`config.mk`:
```
export PLATFORM = sky130hd
export DESIGN_NAME = band_join_chunk_probe
export DESIGN_NICKNAME = d
export VERILOG_FILES = /design/src/sv/bjcp_pkg.sv /design/src/sv/bjcp_front.sv /design/src/sv/bjcp_back.sv /design/src/sv/band_join_chunk_probe.sv
export SDC_FILE = /design/constraint.sdc
export NUM_CORES = 2
export LEC_CHECK = 0
export ABC_AREA = 0
export BUFFER_PORTS_ARGS = -buffer_cell sky130_fd_sc_hd__buf_2
export CORE_ASPECT_RATIO = 0.5
export CORE_MARGIN = 5
export CORE_UTILIZATION = 55
export CTS_BUF_LIST = sky130_fd_sc_hd__clkbuf_8 sky130_fd_sc_hd__clkbuf_16
export CTS_CLUSTER_SIZE = 14
export DETAILED_ROUTE_END_ITERATION = 8
export GPL_ROUTABILITY_DRIVEN = 1
export MAX_ROUTING_LAYER = met4
export PLACE_DENSITY_LB_ADDON = 0.05
export SYNTH_ARGS = -nofsm -noshare
export SYNTH_HDL_FRONTEND = slang
export SYNTH_SLANG_ARGS = --single-unit
```
`constraint.sdc`:
```
create_clock -name clk_i -period 18.9 [get_ports clk_i]
set_input_delay 0.945 -clock clk_i [delete_from_list [all_inputs] [get_ports clk_i]]
set_output_delay 0.945 -clock clk_i [all_outputs]
set_load 0.05 [all_outputs]
```
`src/sv/bjcp_pkg.sv`:
```
// shared types and constants of the band-join chunk probe
// no dependencies; imported by bjcp_front, bjcp_back and band_join_chunk_probe

package bjcp_pkg;

  // chunk store geometry
  localparam int unsigned CHUNK_SIZE = 32;
  localparam int unsigned CNT_W      = $clog2(CHUNK_SIZE + 1);
  localparam int unsigned ADDR_W     = (CHUNK_SIZE > 1) ? $clog2(CHUNK_SIZE) : 1;

  // command queue between front and back
  localparam int unsigned QDEPTH = 2;
  localparam int unsigned QPTR_W = $clog2(QDEPTH);
  localparam int unsigned QCNT_W = $clog2(QDEPTH + 1);

  // field widths
  localparam int unsigned IDX_W  = 32;
  localparam int unsigned KEY_W  = 32;
  localparam int unsigned BAND_W = 31;
  localparam int unsigned DIFF_W = KEY_W + 2;

  // configuration port
  localparam int unsigned CFG_IDX_W  = 8;
  localparam int unsigned CFG_DATA_W = 32;
  localparam logic [CFG_IDX_W-1:0] CFG_INT_BAND   = CFG_IDX_W'(0);
  localparam logic [CFG_IDX_W-1:0] CFG_FIXED_BAND = CFG_IDX_W'(1);

  localparam logic [BAND_W-1:0] INT_BAND_RST   = BAND_W'(10);
  localparam logic [BAND_W-1:0] FIXED_BAND_RST = BAND_W'(655360);

  typedef enum logic [1:0] {
    ACT_CLEAR = 2'd0,
    ACT_LOAD  = 2'd1,
    ACT_PROBE = 2'd2
  } action_e;

  typedef enum logic [1:0] {
    ST_IDLE,
    ST_PROBE,
    ST_FINISH
  } back_state_e;

  typedef struct packed {
    logic [1:0]              action;
    logic [IDX_W-1:0]        tuple_index;
    logic signed [KEY_W-1:0] int_key;
    logic signed [KEY_W-1:0] fixed_key;
  } in_item_t;

  typedef struct packed {
    logic [IDX_W-1:0] r_index;
    logic [IDX_W-1:0] s_index;
    logic             match_valid;
    logic             last;
  } out_item_t;

  // classified command as it waits in the queue
  typedef struct packed {
    action_e                 action;
    logic [IDX_W-1:0]        tuple_index;
    logic signed [KEY_W-1:0] int_key;
    logic signed [KEY_W-1:0] fixed_key;
  } cmd_t;

  // one stored R tuple
  typedef struct packed {
    logic [IDX_W-1:0]        tuple_index;
    logic signed [KEY_W-1:0] int_key;
    logic signed [KEY_W-1:0] fixed_key;
  } entry_t;

  typedef struct packed {
    logic [BAND_W-1:0] int_band;
    logic [BAND_W-1:0] fixed_band;
  } band_cfg_t;

endpackage

```
`src/sv/bjcp_front.sv`:
```
// front end: accepts input items, decodes the action and queues commands
// depends on bjcp_pkg

module bjcp_front (
  input  logic               clk_i,
  input  logic               rst_ni,
  input  logic               in_valid_i,
  output logic               in_stall_o,
  input  bjcp_pkg::in_item_t in_item_i,
  output logic               q_valid_o,
  output bjcp_pkg::cmd_t     q_cmd_o,
  input  logic               q_pop_i
);
  import bjcp_pkg::*;

  cmd_t              fifo_q [QDEPTH];
  logic [QPTR_W-1:0] wr_ptr_q, wr_ptr_d;
  logic [QPTR_W-1:0] rd_ptr_q, rd_ptr_d;
  logic [QCNT_W-1:0] cnt_q, cnt_d;
  logic              accept;
  logic              keep;
  logic              push;
  cmd_t              cmd;

  assign in_stall_o = (cnt_q == QCNT_W'(QDEPTH));
  assign accept     = in_valid_i && !in_stall_o;

  // classify; the unused code is dropped here
  always_comb begin
    cmd.tuple_index = in_item_i.tuple_index;
    cmd.int_key     = in_item_i.int_key;
    cmd.fixed_key   = in_item_i.fixed_key;
    unique case (in_item_i.action)
      ACT_CLEAR: begin cmd.action = ACT_CLEAR; keep = 1'b1; end
      ACT_LOAD:  begin cmd.action = ACT_LOAD;  keep = 1'b1; end
      ACT_PROBE: begin cmd.action = ACT_PROBE; keep = 1'b1; end
      default:   begin cmd.action = ACT_CLEAR; keep = 1'b0; end
    endcase
  end

  assign push      = accept && keep;
  assign q_valid_o = (cnt_q != '0);
  assign q_cmd_o   = fifo_q[rd_ptr_q];

  always_comb begin
    wr_ptr_d = push ? wr_ptr_q + 1'b1 : wr_ptr_q;
    rd_ptr_d = q_pop_i ? rd_ptr_q + 1'b1 : rd_ptr_q;
    cnt_d    = cnt_q + QCNT_W'(push) - QCNT_W'(q_pop_i);
  end

  always_ff @(posedge clk_i) begin
    if (push) begin
      fifo_q[wr_ptr_q] <= cmd;
    end
  end

  always_ff @(posedge clk_i or negedge rst_ni) begin
    if (!rst_ni) begin
      wr_ptr_q <= '0;
      rd_ptr_q <= '0;
      cnt_q    <= '0;
    end else begin
      wr_ptr_q <= wr_ptr_d;
      rd_ptr_q <= rd_ptr_d;
      cnt_q    <= cnt_d;
    end
  end

  a_cnt_bound: assert property (@(posedge clk_i) disable iff (!rst_ni)
    cnt_q <= QCNT_W'(QDEPTH))
    else $error("queue count overflow");

  a_no_pop_empty: assert property (@(posedge clk_i) disable iff (!rst_ni)
    q_pop_i |-> q_valid_o)
    else $error("pop from empty queue");

  a_drop_unused: assert property (@(posedge clk_i) disable iff (!rst_ni)
    (accept && !keep && !q_pop_i) |=> $stable(cnt_q))
    else $error("unused action code entered the queue");

endmodule

```
`src/sv/bjcp_back.sv`:
```
// back end: chunk store, probe walk with one comparator, result register
// depends on bjcp_pkg

module bjcp_back (
  input  logic                clk_i,
  input  logic                rst_ni,
  input  bjcp_pkg::band_cfg_t band_i,
  input  logic                q_valid_i,
  input  bjcp_pkg::cmd_t      q_cmd_i,
  output logic                q_pop_o,
  output logic                out_valid_o,
  input  logic                out_stall_i,
  output bjcp_pkg::out_item_t out_item_o
);
  import bjcp_pkg::*;

  back_state_e state_q, state_d;

  entry_t                  mem [CHUNK_SIZE];
  entry_t                  rd_q;
  logic                    rd_vld_q, rd_vld_d;
  logic                    rd_en;
  logic                    wr_en;
  logic [CNT_W-1:0]        fill_q, fill_d;
  logic [CNT_W-1:0]        ptr_q, ptr_d;
  logic [IDX_W-1:0]        s_idx_q, s_idx_d;
  logic signed [KEY_W-1:0] s_ikey_q, s_ikey_d;
  logic signed [KEY_W-1:0] s_fkey_q, s_fkey_d;
  logic                    pend_vld_q, pend_vld_d;
  logic [IDX_W-1:0]        pend_r_q, pend_r_d;
  out_item_t               out_q, out_d;
  logic                    out_vld_q, out_vld_d;
  logic                    out_load;
  logic                    out_free;
  logic                    issue;
  logic                    hit;

  logic signed [DIFF_W-1:0] di, df;
  logic signed [DIFF_W-1:0] ib_pos, fb_pos;

  assign out_free = !out_vld_q || !out_stall_i;
  assign issue    = (ptr_q < fill_q);
  assign q_pop_o  = (state_q == ST_IDLE) && q_valid_i;
  assign wr_en    = q_pop_o && (q_cmd_i.action == ACT_LOAD)
                    && (fill_q < CNT_W'(CHUNK_SIZE));

  // differences kept wide so they never wrap
  always_comb begin
    di     = DIFF_W'(s_ikey_q) - DIFF_W'(rd_q.int_key);
    df     = DIFF_W'(s_fkey_q) - DIFF_W'(rd_q.fixed_key);
    ib_pos = signed'(DIFF_W'(band_i.int_band));
    fb_pos = signed'(DIFF_W'(band_i.fixed_band));
    hit    = (di > -ib_pos) && (di < ib_pos) && (df > -fb_pos) && (df < fb_pos);
  end

  always_comb begin
    state_d = state_q;
    unique case (state_q)
      ST_IDLE: begin
        if (q_valid_i && q_cmd_i.action == ACT_PROBE) state_d = ST_PROBE;
      end
      ST_PROBE: begin
        if (!issue && !rd_vld_q) state_d = ST_FINISH;
      end
      ST_FINISH: begin
        if (out_free) state_d = ST_IDLE;
      end
      default: state_d = ST_IDLE;
    endcase
  end

  always_comb begin
    fill_d     = fill_q;
    ptr_d      = ptr_q;
    s_idx_d    = s_idx_q;
    s_ikey_d   = s_ikey_q;
    s_fkey_d   = s_fkey_q;
    pend_vld_d = pend_vld_q;
    pend_r_d   = pend_r_q;
    rd_vld_d   = rd_vld_q;
    rd_en      = 1'b0;
    out_load   = 1'b0;
    out_d      = out_q;
    unique case (state_q)
      ST_IDLE: begin
        if (q_pop_o) begin
          unique case (q_cmd_i.action)
            ACT_CLEAR: fill_d = '0;
            ACT_LOAD: begin
              if (wr_en) fill_d = fill_q + 1'b1;
            end
            ACT_PROBE: begin
              ptr_d      = '0;
              s_idx_d    = q_cmd_i.tuple_index;
              s_ikey_d   = q_cmd_i.int_key;
              s_fkey_d   = q_cmd_i.fixed_key;
              pend_vld_d = 1'b0;
              rd_vld_d   = 1'b0;
            end
            default: fill_d = fill_q;
          endcase
        end
      end
      ST_PROBE: begin
        if (out_free) begin
          rd_en    = issue;
          rd_vld_d = issue;
          if (issue) ptr_d = ptr_q + 1'b1;
          // hold one match back so the final one can carry last
          if (rd_vld_q && hit) begin
            if (pend_vld_q) begin
              out_load = 1'b1;
              out_d    = '{r_index: pend_r_q, s_index: s_idx_q,
                           match_valid: 1'b1, last: 1'b0};
            end
            pend_vld_d = 1'b1;
            pend_r_d   = rd_q.tuple_index;
          end
        end
      end
      ST_FINISH: begin
        if (out_free) begin
          out_load   = 1'b1;
          pend_vld_d = 1'b0;
          if (pend_vld_q) begin
            out_d = '{r_index: pend_r_q, s_index: s_idx_q,
                      match_valid: 1'b1, last: 1'b1};
          end else begin
            out_d = '{r_index: '0, s_index: s_idx_q,
                      match_valid: 1'b0, last: 1'b1};
          end
        end
      end
      default: ;
    endcase
    if (out_load) begin
      out_vld_d = 1'b1;
    end else begin
      out_vld_d = out_vld_q && out_stall_i;
    end
  end

  // chunk store, registered read
  always_ff @(posedge clk_i) begin
    if (wr_en) begin
      mem[fill_q[ADDR_W-1:0]] <= '{tuple_index: q_cmd_i.tuple_index,
                                   int_key: q_cmd_i.int_key,
                                   fixed_key: q_cmd_i.fixed_key};
    end
    if (rd_en) begin
      rd_q <= mem[ptr_q[ADDR_W-1:0]];
    end
  end

  always_ff @(posedge clk_i) begin
    ptr_q    <= ptr_d;
    s_idx_q  <= s_idx_d;
    s_ikey_q <= s_ikey_d;
    s_fkey_q <= s_fkey_d;
    pend_r_q <= pend_r_d;
    out_q    <= out_d;
  end

  always_ff @(posedge clk_i or negedge rst_ni) begin
    if (!rst_ni) begin
      state_q    <= ST_IDLE;
      fill_q     <= '0;
      rd_vld_q   <= 1'b0;
      pend_vld_q <= 1'b0;
      out_vld_q  <= 1'b0;
    end else begin
      state_q    <= state_d;
      fill_q     <= fill_d;
      rd_vld_q   <= rd_vld_d;
      pend_vld_q <= pend_vld_d;
      out_vld_q  <= out_vld_d;
    end
  end

  assign out_valid_o = out_vld_q;
  assign out_item_o  = out_q;

  a_fill_bound: assert property (@(posedge clk_i) disable iff (!rst_ni)
    fill_q <= CNT_W'(CHUNK_SIZE))
    else $error("fill count beyond chunk size");

  a_rd_in_probe: assert property (@(posedge clk_i) disable iff (!rst_ni)
    rd_vld_q |-> (state_q == ST_PROBE))
    else $error("read data pending outside probe walk");

  a_ptr_bound: assert property (@(posedge clk_i) disable iff (!rst_ni)
    (state_q == ST_PROBE) |-> (ptr_q <= fill_q))
    else $error("probe pointer ran past fill count");

  a_finish_last: assert property (@(posedge clk_i) disable iff (!rst_ni)
    (state_q == ST_FINISH && out_free) |=> (out_vld_q && out_q.last))
    else $error("probe finished without a last item");

  a_walk_not_last: assert property (@(posedge clk_i) disable iff (!rst_ni)
    (state_q == ST_PROBE && out_load) |=> (out_q.match_valid && !out_q.last))
    else $error("item during walk marked last");

endmodule

```
`src/sv/band_join_chunk_probe.sv`:
```
// top level of the band-join chunk probe: band registers, front and back
// depends on bjcp_pkg, bjcp_front and bjcp_back

// The block keeps a chunk of up to 32 R tuples and joins S tuples against
// it. A clear item empties the chunk, a load item appends one R tuple (loads
// into a full chunk are dropped) and a probe item walks the filled entries in
// load order, giving one match item per entry whose integer and Q16.16 key
// differences both lie strictly inside the bands; a probe that finds nothing
// gives a single no-match item, and the final item of every probe has last
// set. While the output is not stalled, the single comparator of a probe
// checks one store entry per cycle, read through the registered read port of
// the chunk memory. A two-item command queue sits between the input and the
// back end, and results leave through a one-item output register, so input
// items keep being taken while a result waits, until the queue is full. Band
// registers are written over the config port, which is always ready; the user
// must write them only while the block is idle, which the block itself does
// not enforce. Indexes other than the two bands are ignored.

module band_join_chunk_probe (
  input  logic                                clk_i,
  input  logic                                rst_ni,
  input  logic                                in_valid_i,
  output logic                                in_stall_o,
  input  bjcp_pkg::in_item_t                  in_item_i,
  output logic                                out_valid_o,
  input  logic                                out_stall_i,
  output bjcp_pkg::out_item_t                 out_item_o,
  input  logic                                cfg_valid_i,
  output logic                                cfg_ready_o,
  input  logic [bjcp_pkg::CFG_IDX_W-1:0]      cfg_index_i,
  input  logic [bjcp_pkg::CFG_DATA_W-1:0]     cfg_data_i
);
  import bjcp_pkg::*;

  logic [BAND_W-1:0] int_band_q, int_band_d;
  logic [BAND_W-1:0] fixed_band_q, fixed_band_d;
  band_cfg_t         band;
  logic              cfg_wr;

  logic              q_valid;
  logic              q_pop;
  cmd_t              q_cmd;

  // band registers, open half-widths
  assign cfg_ready_o = 1'b1;
  assign cfg_wr      = cfg_valid_i && cfg_ready_o;

  always_comb begin
    int_band_d   = int_band_q;
    fixed_band_d = fixed_band_q;
    if (cfg_wr) begin
      unique case (cfg_index_i)
        CFG_INT_BAND:   int_band_d   = cfg_data_i[BAND_W-1:0];
        CFG_FIXED_BAND: fixed_band_d = cfg_data_i[BAND_W-1:0];
        default:        ;
      endcase
    end
  end

  always_ff @(posedge clk_i or negedge rst_ni) begin
    if (!rst_ni) begin
      int_band_q   <= INT_BAND_RST;
      fixed_band_q <= FIXED_BAND_RST;
    end else begin
      int_band_q   <= int_band_d;
      fixed_band_q <= fixed_band_d;
    end
  end

  assign band = '{int_band: int_band_q, fixed_band: fixed_band_q};

  // front: accept and classify, queue commands
  bjcp_front u_front (
    .clk_i      (clk_i),
    .rst_ni     (rst_ni),
    .in_valid_i (in_valid_i),
    .in_stall_o (in_stall_o),
    .in_item_i  (in_item_i),
    .q_valid_o  (q_valid),
    .q_cmd_o    (q_cmd),
    .q_pop_i    (q_pop)
  );

  // back: chunk store and probe walk
  bjcp_back u_back (
    .clk_i       (clk_i),
    .rst_ni      (rst_ni),
    .band_i      (band),
    .q_valid_i   (q_valid),
    .q_cmd_i     (q_cmd),
    .q_pop_o     (q_pop),
    .out_valid_o (out_valid_o),
    .out_stall_i (out_stall_i),
    .out_item_o  (out_item_o)
  );

endmodule
```
==> results.json <==
{
  "crit_type": "reg2reg",
  "drt-pass1-iter-count": 6,
  "synth_seq_cells": 3641,
  "yosysUniqueCellTypes": 89,
  "ant_nets": 0,
  "slew_headroom": 0.2057,
  "grt_overflow": 0,
  "path_cells": "inv_1, ha_1, inv_1, fa_1, a21o_1, a21oi_1, o21ai_1, a221oi_2, a41oi_2, a311oi_2, nor2_1, xor2_1, ha_1, nand4_1, nor4_1, o21ai_0, o2111ai_1, a21oi_1, xor2_1, o2111ai_1, a2111oi_4, a32o_4, buf_4",
  "die_y_um": 371.9,
  "maxCapViolCount": 0,
  "dieArea_um2": 272900,
  "path_buf_inv": 3,
  "hold_viol": 0,
  "postLayoutCellArea_um2": 159000,
  "nFillCells": 18111,
  "grt_pass1_wl_mm": 564.4,
  "syn-mean-instance-area_um2": 20.05,
  "synth_cells": 7184,
  "rsz0062_at_grt": "false",
  "rr_worst_depth": 23,
  "syn2layout_area_growth_pct": 10.40,
  "synth-edff-count": 3564,
  "cts_resized": 0,
  "initial_core_util": 0.5545,
  "netlist_area_um2": 144100,
  "setup_viol": 0,
  "path_max_fanout": 39,
  "drc": 0,
  "cts_buffers": 321,
  "holdPathEnd": "u_front.fifo_q[1][6]",
  "end_kind": "register",
  "io_pins": 212,
  "io_buffers": 209,
  "whs_path_depth": 1,
  "via_count": 74888,
  "clk_latency_ns": 0.89,
  "cts.clk_slew.worst_paths_ns": 0.06,
  "die_w_um": 733.8,
  "drt_wl_total_mm": 406.2,
  "ff2ff_setup_slack_ns": 10.51,
  "power.density_nw_per_um2": 152.0,
  "wl_per_cell_um": 36.20,
  "grt_pass1_vias": 73356,
  "slew_violations": 0,
  "cp_slowest_stage_delay_ns": 0.83,
  "grt_util_all_layers": 0.3058,
  "total_power_mw": 24.18,
  "htree_num_levels": 5,
  "syn_nets": 7535,
  "power.leakage_nw": 52.09,
  "post-route-period-util": 0.4439,
  "fin_skew_ns": 0.05215,
  "clockRootBuffer": "clkbuf_16",
  "antenna_found_initial": 30,
  "r2r-start": "u_back.s_fkey_q[0]",
  "hold_class": "in2reg",
  "cp-start-kind": "register",
  "worstHoldStart": "in_item_i[6]",
  "cp.arrival_ns": 8.90,
  "slowest_stage": "a32o_4",
  "fin_nets": 7902,
  "clockBufferDepth": 4,
  "drive_gt1_frac": 0.2224,
  "grt_max_degree": 118,
  "synthFlopType": "edfxtp_1",
  "rr_endpoint": "u_back.out_item_o[22]",
  "setup_tns_ns": 0,
  "drt-initial-drc-count": 11106,
  "coreArea_um2": 259800,
  "fmax_mhz": 119.2,
  "gp_congestion": 0.9092,
  "cp_top_family": "compound AO/OA/AOI/OAI gates",
  "cts_tree": "yes",
  "yosysWarnings": 0,
  "via_per_inst": 6.674,
  "worstPathRequired_ns": 19.41,
  "cts.sinks": 3641,
  "dp_hpwl_mm": 215.5,
  "placed_area_um2": 149900,
  "status": "complete, no violations",
  "yosysSeqAreaShare": 0.7563,
  "tightest_slew_ns": 1.189,
  "peakVddDrop_mv": 0.1568,
  "rows": 132,
  "finalCriticalPeriod_ns": 8.390,
  "synthArstFlopShare": 0.02115
}
where the power goes:
group / switching, mW / leakage [nW] / total, mW / internal (mW)
registers: 0.173 / 33.0 / 10.3 / 10.1
logic: 4.99 / 14.3 / 7.88 / 2.90
clock network: 2.82 / 4.78 / 5.98 / 3.16
layout by cell type (no fill, tap or decap), drive strengths merged, types with 41 or more instances in the layout:
cell,instances
and2,41
clkinv,69
xnor2,93
nor2b,53
o21ai,231
ha,206
nand2,252
inv,287
clkbuf,335
mux2,242
dfrtp,73
edfxtp,3564
mux2i,307
nor2,118
buf,363
o221ai,132
o22ai,89
a21oi,206
mux4,661
a21o,68
flip-flops by register name (all words and copies together), names as in the netlist, 31 cells and up:
register           flops
u_back.pend_r_q       32
u_back.mem          3072
u_back.s_idx_q        32
int_band_q            31
u_back.s_fkey_q       32
u_back.rd_q           96
u_back.out_item_o     66
fixed_band_q          31
u_front.fifo_q       196
u_back.s_ikey_q       32
layout make-up:
class	instances	area, µm²	area share
multi-input combinational	3032	33430	0.2102
antenna	7	17.52	0.0001101
timing repair buffer	364	2502	0.01573
sequential	3641	109000	0.6851
clock buffer	335	8304	0.05221
inverter	191	716.9	0.004508
clock inverter	167	757.0	0.004760
tap	3484	4359	0.02741
cell families (layout without fill, tap and decap cells):
logic type / count (synthesis) / after routing / synth area share
DFF: 3641 / 3641 / 0.7563
buffers and inverters: 511 / 1057 / 0.01396
xor gates and xnor gates: 114 / 114 / 0.006983
muxes: 1210 / 1210 / 0.1436
and+or+nand+nor: 638 / 638 / 0.02225
AOI/OAI and AO/OA: 861 / 861 / 0.03874
other: 1 / 8 / 0.00002603
adders and majority gates: 208 / 208 / 0.01817
how the worst max path moves through the flow:
stage               slack (ns)  depth (start not counted)               start                     to
finish                   10.51                         23  u_back.s_fkey_q[0]  u_back.out_item_o[22]
floorplan                12.39                         22  u_back.s_fkey_q[0]   u_back.out_item_o[0]
CTS                      10.80                         23  u_back.s_fkey_q[0]  u_back.out_item_o[28]
global route             10.31                         23  u_back.s_fkey_q[0]  u_back.out_item_o[22]
global placement         10.86                         23  u_back.s_fkey_q[0]   u_back.out_item_o[4]
detailed placement       10.83                         23  u_back.s_fkey_q[0]   u_back.out_item_o[4]
layer usage:
metal	up-vias	track usage	part of all wire
met2	4058	0.4360	0.44
met4	0	0.05732	0.019
met5	-	-	0
met3	504	0.05879	0.11
met1	40198	0.4687	0.43
li1	30128	-	-
repair_timing:
| item | 4_1_cts | 5_1_grt |
|---|---|---|
| buffers inserted | 0 | 0 |
| endpoints found under the setup margin | 0 | 0 |
| hold buffers | 1 | 0 |
| hold endpoints to repair | 13 | 0 |
metrics by stage:
step / utilization / hold slack (ns) / setup WS, ns / instances
final: 0.6122 / 0.2406 / 10.51 / 11221
after global routing: 0.6121 / 0.2039 / 10.31 / 11217
after CTS: 0.6121 / 0.1822 / 10.80 / 11213
after detailed placement: 0.5772 / 0.4045 / 10.83 / 10710
after global placement: 0.5772 / 0.4013 / 10.86 / 10710
after floorplan: - / 0.4003 / 12.39 / 7184
cells in the mapped netlist, types with 31 or more instances:
cell type / instances / area [µm²]
edfxtp_1: 3564 / 107000
mux4_2: 661 / 14890
mux2i_1: 307 / 3073
nand2_1: 250 / 938.4
mux2_2: 242 / 2725
o21ai_0: 224 / 1121
ha_1: 206 / 2577
a21oi_1: 205 / 1026
clkbuf_1: 190 / 713.2
inv_1: 189 / 709.4
o221ai_1: 132 / 1156
nor2_1: 118 / 442.9
xnor2_1: 93 / 814.5
o22ai_1: 89 / 556.8
dfrtp_1: 73 / 1827
a21o_1: 68 / 510.5
buf_2: 68 / 340.3
buf_1: 60 / 225.2
nor2b_1: 53 / 331.6
and2_1: 41 / 256.5
nand4_1: 31 / 193.9
Power figures use the tool's default switching activity.
